`src/rtl/core/pwmdiv_pkg.sv`:
```
// shared widths, limits and status codes of the pwm divider solver
package pwmdiv_pkg;

    localparam int CLK_W       = 28;
    localparam int FREQ_W      = 35;
    localparam int NUM_W       = CLK_W + 12;
    localparam int DIV_W       = 12;
    localparam int TOP_W       = 16;
    localparam int IN_TDATA_W  = 40;
    localparam int OUT_TDATA_W = 32;

    localparam int COUNTER_TOP_MAX_DEF = 65534;

    localparam logic [CLK_W-1:0] CLK_RESET   = 28'd125000000;
    localparam logic [DIV_W:0]   DIV_LOWEST  = 13'h010;
    localparam logic [DIV_W:0]   DIV_HIGHEST = 13'h0FFF;
    localparam logic [DIV_W:0]   DIV_OVER    = 13'h1000;

    typedef enum logic [1:0] {
        ST_OK   = 2'd0,
        ST_LOW  = 2'd1,
        ST_HIGH = 2'd2
    } t_status;

endpackage

```
`src/rtl/core/pwmdiv_sdiv.sv`:
```
// bit-serial restoring divider, one quotient bit per cycle
module pwmdiv_sdiv #(
    parameter int NW = 40,
    parameter int DW = 35
) (
    input  logic          i_clk,
    input  logic          i_rst_n,
    input  logic          i_start,
    input  logic [NW-1:0] i_dividend,
    input  logic [DW-1:0] i_divisor,
    output logic          o_done,
    output logic [NW-1:0] o_quotient
);

    localparam int CNT_W = $clog2(NW + 1);

    logic [NW-1:0]    r_num;
    logic [DW-1:0]    r_rem;
    logic [DW-1:0]    r_den;
    logic [CNT_W-1:0] r_cnt;
    logic             r_done;

    logic [DW:0]      trial;
    logic             ge;
    logic [DW:0]      diff;

    always_comb begin
        trial = {r_rem, r_num[NW-1]};
        ge    = trial >= {1'b0, r_den};
        diff  = trial - {1'b0, r_den};
    end

    // dividend shifts out at the top while quotient bits fill in at the bottom
    always_ff @(posedge i_clk) begin
        if (!i_rst_n) begin
            r_cnt  <= '0;
            r_done <= 1'b0;
        end else begin
            r_done <= 1'b0;
            if (i_start) begin
                r_cnt <= CNT_W'(NW);
            end else if (r_cnt != '0) begin
                r_cnt <= r_cnt - 1'b1;
                if (r_cnt == CNT_W'(1)) begin
                    r_done <= 1'b1;
                end
            end
        end
    end

    always_ff @(posedge i_clk) begin
        if (i_start) begin
            r_num <= i_dividend;
            r_rem <= '0;
            r_den <= i_divisor;
        end else if (r_cnt != '0) begin
            r_num <= {r_num[NW-2:0], ge};
            r_rem <= ge ? diff[DW-1:0] : trial[DW-1:0];
        end
    end

    assign o_done     = r_done;
    assign o_quotient = r_num;

endmodule

```
`src/rtl/core/pwm_divider_top_solver.sv`:
```
// pwm divider solver: request frequency in, 8.4 clock divider and wrap value out
//
// A request runs from its accepting cycle through three passes of a 40-step
// bit-serial divider (40 shifts and a done strobe each: clock*4096/f, then that by
// the span and span+1 in parallel, then by the chosen divider) and then loads the
// output register, where the result word becomes valid. A zero frequency goes
// straight to the output register, and a request already known to be too low after
// the second pass skips the third. The next request is taken once the result has
// moved into the output register, even while that word still waits on the output;
// a finished result that finds the output register still full waits in S_DONE for
// as long as the back-pressure lasts.
// Result word: status (0 ok, 1 too low, 2 too high), divider and wrap_top are 0
// unless status is ok. The clock register may be written only while idle.
module pwm_divider_top_solver #(
    parameter int COUNTER_TOP_MAX = pwmdiv_pkg::COUNTER_TOP_MAX_DEF
) (
    input  logic                               i_clk,
    input  logic                               i_rst_n,
    // clock register write
    input  logic                               i_cfg_valid,
    output logic                               o_cfg_ready,
    input  logic [pwmdiv_pkg::CLK_W-1:0]       i_cfg_data,
    // requests
    input  logic                               i_s_axis_tvalid,
    output logic                               o_s_axis_tready,
    // [34:0] requested_freq_q8
    input  logic [pwmdiv_pkg::IN_TDATA_W-1:0]  i_s_axis_tdata,
    // results
    output logic                               o_m_axis_tvalid,
    input  logic                               i_m_axis_tready,
    // [1:0] status, [13:2] divider, [29:14] wrap_top
    output logic [pwmdiv_pkg::OUT_TDATA_W-1:0] o_m_axis_tdata
);

    import pwmdiv_pkg::*;

    localparam int SPAN_B_W = $clog2(COUNTER_TOP_MAX + 3);
    localparam logic [FREQ_W-1:0]   SPAN_A = FREQ_W'(COUNTER_TOP_MAX + 1);
    localparam logic [SPAN_B_W-1:0] SPAN_B = SPAN_B_W'(COUNTER_TOP_MAX + 2);

    typedef enum logic [2:0] {
        S_IDLE,
        S_BASE,
        S_SPAN,
        S_PER,
        S_DONE
    } t_state;

    t_state             r_state;
    logic [CLK_W-1:0]   r_clk_hz;
    logic [NUM_W-1:0]   r_q0;
    logic [DIV_W-1:0]   r_div;
    t_status            r_res_status;
    logic [DIV_W-1:0]   r_res_div;
    logic [TOP_W-1:0]   r_res_top;
    logic               r_out_valid;
    t_status            r_out_status;
    logic [DIV_W-1:0]   r_out_div;
    logic [TOP_W-1:0]   r_out_top;

    logic [FREQ_W-1:0]   in_freq;
    logic                in_acc;
    logic                a_start;
    logic [NUM_W-1:0]    a_dividend;
    logic [FREQ_W-1:0]   a_divisor;
    logic                a_done;
    logic [NUM_W-1:0]    a_quo;
    logic                b_start;
    logic                b_done;
    logic [NUM_W-1:0]    b_quo;
    logic                q1_big;
    logic [DIV_W:0]      div_start;
    logic [DIV_W:0]      div_min;
    logic [DIV_W:0]      div_sel;
    logic                out_free;

    assign in_freq         = i_s_axis_tdata[FREQ_W-1:0];
    assign o_s_axis_tready = (r_state == S_IDLE);
    assign in_acc          = i_s_axis_tvalid && o_s_axis_tready;
    assign o_cfg_ready     = 1'b1;
    assign out_free        = !r_out_valid || i_m_axis_tready;

    // divider after the span pass: max(clamped start, first divider that fits)
    always_comb begin
        q1_big    = |a_quo[NUM_W-1:DIV_W];
        div_start = {1'b0, a_quo[DIV_W-1:0]};
        if (div_start < DIV_LOWEST) begin
            div_start = DIV_LOWEST;
        end
        if (b_quo >= NUM_W'(DIV_HIGHEST)) begin
            div_min = DIV_OVER;
        end else begin
            div_min = b_quo[DIV_W:0] + 1'b1;
        end
        div_sel = (div_start > div_min) ? div_start : div_min;
    end

    always_comb begin
        a_start    = 1'b0;
        b_start    = 1'b0;
        a_dividend = r_q0;
        a_divisor  = SPAN_A;
        case (r_state)
            S_IDLE: begin
                if (in_acc && in_freq != '0) begin
                    a_start    = 1'b1;
                    a_dividend = {r_clk_hz, 12'd0};
                    a_divisor  = in_freq;
                end
            end
            S_BASE: begin
                if (a_done) begin
                    a_start    = 1'b1;
                    b_start    = 1'b1;
                    a_dividend = a_quo;
                end
            end
            S_SPAN: begin
                if (a_done && b_done && !q1_big && div_sel != DIV_OVER) begin
                    a_start   = 1'b1;
                    a_divisor = FREQ_W'(div_sel);
                end
            end
            default: begin
            end
        endcase
    end

    pwmdiv_sdiv #(.NW(NUM_W), .DW(FREQ_W)) u_div_a (
        .i_clk      (i_clk),
        .i_rst_n    (i_rst_n),
        .i_start    (a_start),
        .i_dividend (a_dividend),
        .i_divisor  (a_divisor),
        .o_done     (a_done),
        .o_quotient (a_quo)
    );

    pwmdiv_sdiv #(.NW(NUM_W), .DW(SPAN_B_W)) u_div_b (
        .i_clk      (i_clk),
        .i_rst_n    (i_rst_n),
        .i_start    (b_start),
        .i_dividend (a_quo),
        .i_divisor  (SPAN_B),
        .o_done     (b_done),
        .o_quotient (b_quo)
    );

    always_ff @(posedge i_clk) begin
        if (!i_rst_n) begin
            r_state     <= S_IDLE;
            r_clk_hz    <= CLK_RESET;
            r_out_valid <= 1'b0;
        end else begin
            if (i_cfg_valid && o_cfg_ready) begin
                r_clk_hz <= i_cfg_data;
            end
            // a word leaving while the next one loads is handled in S_DONE
            if (r_out_valid && i_m_axis_tready && r_state != S_DONE) begin
                r_out_valid <= 1'b0;
            end
            case (r_state)
                S_IDLE: begin
                    if (in_acc) begin
                        if (in_freq == '0) begin
                            r_res_status <= ST_LOW;
                            r_state      <= S_DONE;
                        end else begin
                            r_state <= S_BASE;
                        end
                    end
                end
                S_BASE: begin
                    if (a_done) begin
                        r_q0    <= a_quo;
                        r_state <= S_SPAN;
                    end
                end
                S_SPAN: begin
                    if (a_done && b_done) begin
                        if (q1_big || div_sel == DIV_OVER) begin
                            r_res_status <= ST_LOW;
                            r_state      <= S_DONE;
                        end else begin
                            r_div   <= div_sel[DIV_W-1:0];
                            r_state <= S_PER;
                        end
                    end
                end
                S_PER: begin
                    if (a_done) begin
                        // period is at most the span here, so 16 bits hold it
                        if (a_quo <= NUM_W'(1)) begin
                            r_res_status <= ST_HIGH;
                        end else begin
                            r_res_status <= ST_OK;
                            r_res_div    <= r_div;
                            r_res_top    <= a_quo[TOP_W-1:0] - 1'b1;
                        end
                        r_state <= S_DONE;
                    end
                end
                S_DONE: begin
                    if (out_free) begin
                        r_out_valid  <= 1'b1;
                        r_out_status <= r_res_status;
                        r_out_div    <= (r_res_status == ST_OK) ? r_res_div : '0;
                        r_out_top    <= (r_res_status == ST_OK) ? r_res_top : '0;
                        r_state      <= S_IDLE;
                    end
                end
                default: begin
                    r_state <= S_IDLE;
                end
            endcase
        end
    end

    assign o_m_axis_tvalid = r_out_valid;
    assign o_m_axis_tdata  = {2'b00, r_out_top, r_out_div, r_out_status};

    a_err_zero: assert property (@(posedge i_clk) disable iff (!i_rst_n)
        r_out_valid && r_out_status != ST_OK |-> r_out_div == '0 && r_out_top == '0)
        else $error("error result carries a nonzero divider or wrap");

    a_ok_div: assert property (@(posedge i_clk) disable iff (!i_rst_n)
        r_out_valid && r_out_status == ST_OK |-> {1'b0, r_out_div} >= DIV_LOWEST)
        else $error("ok result with divider below one");

    a_busy_after_accept: assert property (@(posedge i_clk) disable iff (!i_rst_n)
        in_acc |=> !o_s_axis_tready)
        else $error("request taken but solver still idle");

    a_span_sync: assert property (@(posedge i_clk) disable iff (!i_rst_n)
        r_state == S_SPAN && a_done |-> b_done)
        else $error("span dividers out of step");

endmodule

```
`config.mk`:
```
export PLATFORM = sky130hd
export DESIGN_NAME = pwm_divider_top_solver
export DESIGN_NICKNAME = d
export VERILOG_FILES = /design/src/rtl/core/pwmdiv_pkg.sv /design/src/rtl/core/pwmdiv_sdiv.sv /design/src/rtl/core/pwm_divider_top_solver.sv
export SDC_FILE = /design/constraint.sdc
export NUM_CORES = 1
export LEC_CHECK = 0
export BUFFER_PORTS_ARGS = -buffer_cell sky130_fd_sc_hd__buf_2
export CORE_MARGIN = 2
export CORE_UTILIZATION = 55
export CTS_CLUSTER_DIAMETER = 150
export DETAILED_ROUTE_END_ITERATION = 8
export PLACE_DENSITY = 0.76
export SLEW_MARGIN = 0
export SYNTH_ARGS = -nofsm -noshare
export SYNTH_HDL_FRONTEND = slang
export SYNTH_SLANG_ARGS = --single-unit
```
`constraint.sdc`:
```
create_clock -name i_clk -period 3.8 [get_ports i_clk]
set_input_delay 0.19 -clock i_clk [delete_from_list [all_inputs] [get_ports i_clk]]
set_output_delay 0.19 -clock i_clk [all_outputs]
set_load 0.01 [all_outputs]
```
==> results.cfg, run 1 <==
[global_routing]
grt_usage_pct = 26.0
globalRouteOverflowTotal = 0
grt_pass1_vias = 12400
antenna_found_initial = 0
grt_first_pass_wirelength_um = 65000
grt_max_degree = 64

[layout]
ff_latch_area_um2 = 8780
diodes = 0
final_util_pct = 64.8
post-route-cell-area_um2 = 19300
stdcell_count = 2179
fin_nets = 1894
multi_input_area_um2 = 7240
layout-drive-gt1-share_pct = 16.3
area_growth_pct = 16.0
layout_commonest_cell = edfxtp_1
layout_common_cells = edfxtp_1, nand2_1, nor2_1, a21oi_1, buf_2
fillers = 2305

[floorplan]
io_pins = 108
die_area_um2 = 31600
die_w_um = 178
die_y_um = 178
initial_core_util_pct = 55.9
core_area_um2 = 29700
num_rows = 63

[detailed_routing]
vias_per_cell = 5.97
dr_total_vias = 13000
wirelength_um = 41400
ant_nets = 0
drc_errors = 0
drt_iter0_markers = 1334
dr.pass1.iters = 6
post_drt_wl_per_cell_um = 19.0

[placement]
hpwlAfterDp_um = 28400
place_area_um2 = 17700
port_buffers = 99
dpl.cell_count = 2077
gp_congestion = 0.912

[synthesis]
yosys_register_bits = 325
yosysWarnings = 0
synth_cells = 1629
seq_area_frac_synth_pct = 52.9
synth_edf_count = 227
synth_cell_types = 72
synth.top_cell.area_share_pct = 41.0
synth_top_area_cell = edfxtp_1
postSynthAreaPerCell_um2 = 10.2
synthTopCellsByArea = edfxtp_1, dfxtp_1, nand2_1
synth_flop_cell = edfxtp_1
async_flop_share_pct = 0
synth_area_um2 = 16600

[setup_path]
path_cells = nor4_1 > and3_1 > nand2_1 > nor2_1 > inv_1 > ha_1 > a21o_1 > a21oi_1 > buf_4 > nand2b_1 > o21ai_1 > buf_4 > mux2_2 > nor2_1 > o21ai_1
crit_path_max_fanout = 8
rr_endpoint = u_div_a.r_den[4]
critPathMaxStageDelay_ps = 410
worstRegToRegCells = 15
arrival_ps = 3880
crit_path_start = u_div_b.o_quotient[29]
r2r_start = u_div_b.o_quotient[29]
crit_type = reg -> reg
critPathRequiredTime_ps = 4040
startpoint_type = register
critPathBufInv = 3
cpLargestDelayFamily = simple AND/OR/NAND/NOR gates
cpMaxStageDelayCell = edfxtp_1
worst_setup_path_end_kind = register
ff2ff_setup_slack_ps = 160

[clock_tree]
cts.sinks = 325
clock-root-buffer = clkbuf_16
htree_levels = 2
clock_latency_ps = 510
cts_buffers = 34
cts_tree = built
clock_path_buffers = 3
clk_pin_slew_worst_paths_ps = 60

[sta]
clock.fmax_mhz = 275
fin_crit_ps = 3640
worst_pin_slew_ps = 1110
rsz0062_at_grt = false
post-route-period-util_pct = 95.7
maxSlewViolCount = 0
setup_violations = 0
fin_skew_ps = 11.1
relSlewSlack_pct = 25.5
finalSetupTns_ps = 0
hold_viol_final = 0

[min_path]
min-delay-start = i_s_axis_tdata[32]
hold_path_end = u_div_a.r_den[32]
hold_depth = 2
worstHoldPathType = in -> reg

[flow_run]
maxCapViolCount = 0

[power_and_ir_drop]
leakagePower_uw = 0.00772
pwr_density_cell_nw_per_um2 = 725
fin_total_pwr_uw = 14000
peakVddDrop_mv = 0.354

[run_status]
outcome = completed
==> power by group <==
group / switching [uW] / internal [uW] / leakage [uW]
logic: 3110 / 1980 / 0.00420
clock network: 1330 / 1920 / 0.000540
registers: 692 / 4940 / 0.00297
total: 5130 / 8840 / 0.00772
==> worst register-to-register path, delay by kind of cell, from the launching register on <==
| kind | cells | cell delay, ps |
|---|---|---|
| buf+inv | 3 | 440 |
| fa+ha+maj | 1 | 300 |
| flops | 1 | 410 |
| simple gates | 6 | 1300 |
| compound gates | 4 | 570 |
| mux | 1 | 350 |
==> synth_stat cells (5+ instances only) <==
| cell type | number |
|---|---|
| dfxtp_1 | 98 |
| nand3_1 | 23 |
| a221oi_1 | 13 |
| a21oi_1 | 109 |
| and4_1 | 6 |
| edfxtp_1 | 227 |
| mux2_2 | 44 |
| nor2_1 | 151 |
| a21o_1 | 20 |
| mux2i_1 | 46 |
| buf_2 | 9 |
| a211oi_1 | 31 |
| ha_1 | 55 |
| and3_1 | 17 |
| xnor2_1 | 24 |
| clkbuf_1 | 81 |
| xor2_1 | 27 |
| inv_1 | 71 |
| o21a_1 | 8 |
| a31oi_1 | 10 |
| a41oi_1 | 5 |
| buf_1 | 5 |
| nand2b_1 | 13 |
| or3_1 | 10 |
| nor4_1 | 30 |
| nand4_1 | 11 |
| nor2b_1 | 10 |
| a222oi_1 | 28 |
| o21ai_1 | 8 |
| o211ai_1 | 6 |
| and2_1 | 52 |
| nor3_1 | 22 |
| o21ai_0 | 67 |
| nand2_1 | 227 |
==> cell type report <==
class / instances / share of cell area [%]
tap: 390 / 2.53
clock buffer: 50 / 5.27
clock inverter: 10 / 0.383
inverter: 73 / 1.43
sequential: 325 / 45.6
timing repair buffer: 199 / 7.20
multi-input combinational: 1132 / 37.6
==> cell families after synthesis <==
group | after synthesis | share of synthesized area, %
AO/OA/AOI/OAI | 342 | 13.8
other | 2 | 0.0452
XOR/XNOR | 51 | 2.69
AND/OR/NAND/NOR | 590 | 16.5
buffers and inverters | 173 | 4.14
flip-flops | 325 | 52.9
adder cells (fa/ha/maj) | 56 | 4.26
multiplexers | 90 | 5.76
==> worst max-delay path by stage <==
stage                             to  depth (start not counted)
floorplan           u_div_a.r_den[5]                         18
global placement    u_div_a.r_den[1]                         15
detailed placement  u_div_a.r_den[1]                         15
CTS                 u_div_a.r_den[1]                         15
global route        u_div_a.r_den[1]                         16
finish              u_div_a.r_den[4]                         15
==> sequential cells by signal, indices dropped and copies added, names as in the netlist, 12 cells and up <==
signal,cells
u_div_a.r_rem,35
u_div_b.r_rem,17
r_q0,40
r_out_top,16
u_div_b.o_quotient,40
r_res_top,16
r_res_div,12
r_div,12
u_div_a.r_den,35
r_out_div,12
u_div_a.o_quotient,40
r_clk_hz,28
==> repair_timing <==
action | 4_1_cts | 5_1_grt
hold buffers | 41 | 0
setup buffers | 0 | 1
pin swaps | 0 | 2
setup endpoints to repair | 1 | 14
hold endpoints to repair | 41 | 0
gates resized for setup | 1 | 9
==> layer usage <==
metal / share of wire [%] / global-route usage (%) / wire length (um)
met1: 42 / 35.0 / 17500
met2: 48 / 44.1 / 19800
met3: 7.2 / 3.49 / 2970
met4: 2.6 / 7.58 / 1090
met5: 0 / 0 / 0
==> stage by stage <==
step           worst slack, ps  hold WS (ps)
2_1_floorplan             23.3           318
6_report                   164          29.1
4_1_cts                   42.3          2.35
3_3_place_gp               112           403
3_5_place_dp              1.63           405
5_1_grt                   16.9          37.8
No activity file was read; power rests on OpenSTA's default activity.
==> run 2: changes to the inputs <==
- CORE_ASPECT_RATIO: not set -> 1.5
==> run 2 against run 1 <==
  * Via count increased by 0.35%
  * Power fell by 0.37%
  * Critical endpoint is now u_div_a.r_den[5]
  * Utilization up 0.59 points
  * Fmax shrank 0.47%
  * Global-route usage is 0.72 points higher
  * Non-clock buffer count rose by 17
  * Worst setup slack got worse by 17 ps
  * Flip-flop and latch count unchanged
==> results.cfg, run 2 (synthesis results as in run 1) <==
[sta]
setup_violations = 0
maxSlewViolCount = 0
fin_skew_ps = 23.2
hold_viol_final = 0
post-route-period-util_pct = 96.1
rsz0062_at_grt = false
relSlewSlack_pct = 24.3
clock.fmax_mhz = 274
fin_crit_ps = 3650
worst_pin_slew_ps = 1130

[clock_tree]
clk_pin_slew_worst_paths_ps = 70
clock_latency_ps = 590
cts_buffers = 31
clock-root-buffer = clkbuf_16
htree_levels = 1
cts_tree = built
clock_path_buffers = 3
post_cts_buffers = 0
cts.sinks = 325

[run_status]
outcome = completed

[power_and_ir_drop]
pwr_density_cell_nw_per_um2 = 720
leakagePower_uw = 0.00774
fin_total_pwr_uw = 13900
peakVddDrop_mv = 0.416

[detailed_routing]
post_drt_wl_per_cell_um = 19.3
dr_total_vias = 13100
drc_errors = 0
dr.pass1.iters = 9
wirelength_um = 42400
ant_nets = 0
drt_iter0_markers = 1002
vias_per_cell = 5.94

[placement]
dpl.cell_count = 2091
gp_congestion = 0.952
port_buffers = 99
hpwlAfterDp_um = 29100

[layout]
layout-drive-gt1-share_pct = 16.8
final_util_pct = 65.4
stdcell_count = 2198
fin_nets = 1908
area_growth_pct = 16.5
layout_common_cells = edfxtp_1, nand2_1, nor2_1, a21oi_1, buf_2
diodes = 0
layout_commonest_cell = edfxtp_1

[setup_path]
crit_type = reg -> reg
critPathRequiredTime_ps = 4090
arrival_ps = 3950
r2r_start = u_div_a.o_quotient[6]
rr_endpoint = u_div_a.r_den[5]
ff2ff_setup_slack_ps = 150
worst_setup_path_end_kind = register
startpoint_type = register
crit_path_max_fanout = 8
worstRegToRegCells = 15

[floorplan]
initial_core_util_pct = 56.1
die_area_um2 = 31600
core_area_um2 = 29600
num_rows = 77
die_y_um = 217
io_pins = 108
die_w_um = 146

[min_path]
min-delay-start = i_rst_n
worstHoldPathType = in -> reg
hold_depth = 2
hold_path_end = r_clk_hz[20]

[global_routing]
grt_first_pass_wirelength_um = 67700
antenna_found_initial = 0
grt_pass1_vias = 13000
grt_max_degree = 60
globalRouteOverflowTotal = 0
grt_usage_pct = 26.7

[flow_run]
maxCapViolCount = 0
[run 2: cell count changes in the layout (fill, tap and decap cells not counted), sizes merged]
cell         delta
inv             +2
clkbuf         -15
dlygate4sd3     +9
clkinv          +1
bufinv          +2
clkinvlp        +7
buf             +8
[run 2: report_power, final]
| group | total [uW] | internal [uW] | leakage [uW] | switching (uW) |
|---|---|---|---|---|
| clock | 3160 | 1750 | 0.000488 | 1400 |
| combinational | 5090 | 1990 | 0.00428 | 3100 |
| sequential | 5670 | 4940 | 0.00297 | 733 |
[run 2: timing repair]
action | 4_1_cts | 5_1_grt
hold buffers | 50 | 0
endpoints found under the setup margin | 3 | 12
gates resized for setup | 1 | 8
pin swaps | 1 | 0
gates cloned | 0 | 0
endpoints found under the hold margin | 49 | 0
[run 2: layer usage]
| layer | global-route usage, % | up-vias | part of all wire, % |
|---|---|---|---|
| li1 | - | 6207 | - |
| met1 | 31.7 | 6232 | 38 |
| met2 | 48.7 | 502 | 51 |
| met3 | 3.02 | 118 | 5.9 |
| met4 | 12.2 | 0 | 4.7 |
| met5 | 0 | - | 0 |
[run 2: metrics by stage]
stage                     area, um2  setup WS (ps)  hold WS [ps]  TNS [ps]
after global placement        17800           18.7           404         0
after CTS                     19300           61.6          2.72         0
after floorplan               16600           23.3           318         0
after detailed placement      17800          -43.1           406     -67.5
after global routing          19300           12.5          12.8         0
final                         19300            147          10.8         0
[run 2: worst max-delay path by stage]
stage | from | depth (start not counted) | to
3_5_place_dp | u_div_a.o_quotient[6] | 15 | u_div_a.r_den[5]
4_1_cts | u_div_a.o_quotient[6] | 16 | u_div_a.r_den[4]
3_3_place_gp | u_div_a.o_quotient[6] | 15 | u_div_a.r_den[5]
5_1_grt | u_div_a.o_quotient[6] | 16 | u_div_a.r_den[4]
2_1_floorplan | u_div_a.o_quotient[4] | 18 | u_div_a.r_den[5]
6_report | u_div_a.o_quotient[6] | 15 | u_div_a.r_den[5]
[run 2: area by class of cell]
| type | count | area, um2 |
|---|---|---|
| repair buffers | 216 | 1540 |
| flip-flops and latches | 325 | 8780 |
| well taps | 395 | 494 |
| inverters | 73 | 275 |
| clock inverters | 22 | 221 |
| fillers | 2335 | 10200 |
| multi-input cells | 1132 | 7230 |
| clock buffers | 35 | 811 |
[run 2: critical path, stage by stage, from the launching register on]
cell and delay, ps:
edfxtp_1 390, or4_4 550, nor4_2 220, nand2b_1 110
nand2_1 100, inv_1 50, ha_1 300, nor2b_1 140
o21a_1 160, o21a_1 160, o21ai_1 200, a21oi_2 100
o21ai_2 190, a21o_4 190, mux2_2 370, a2bb2oi_1 140
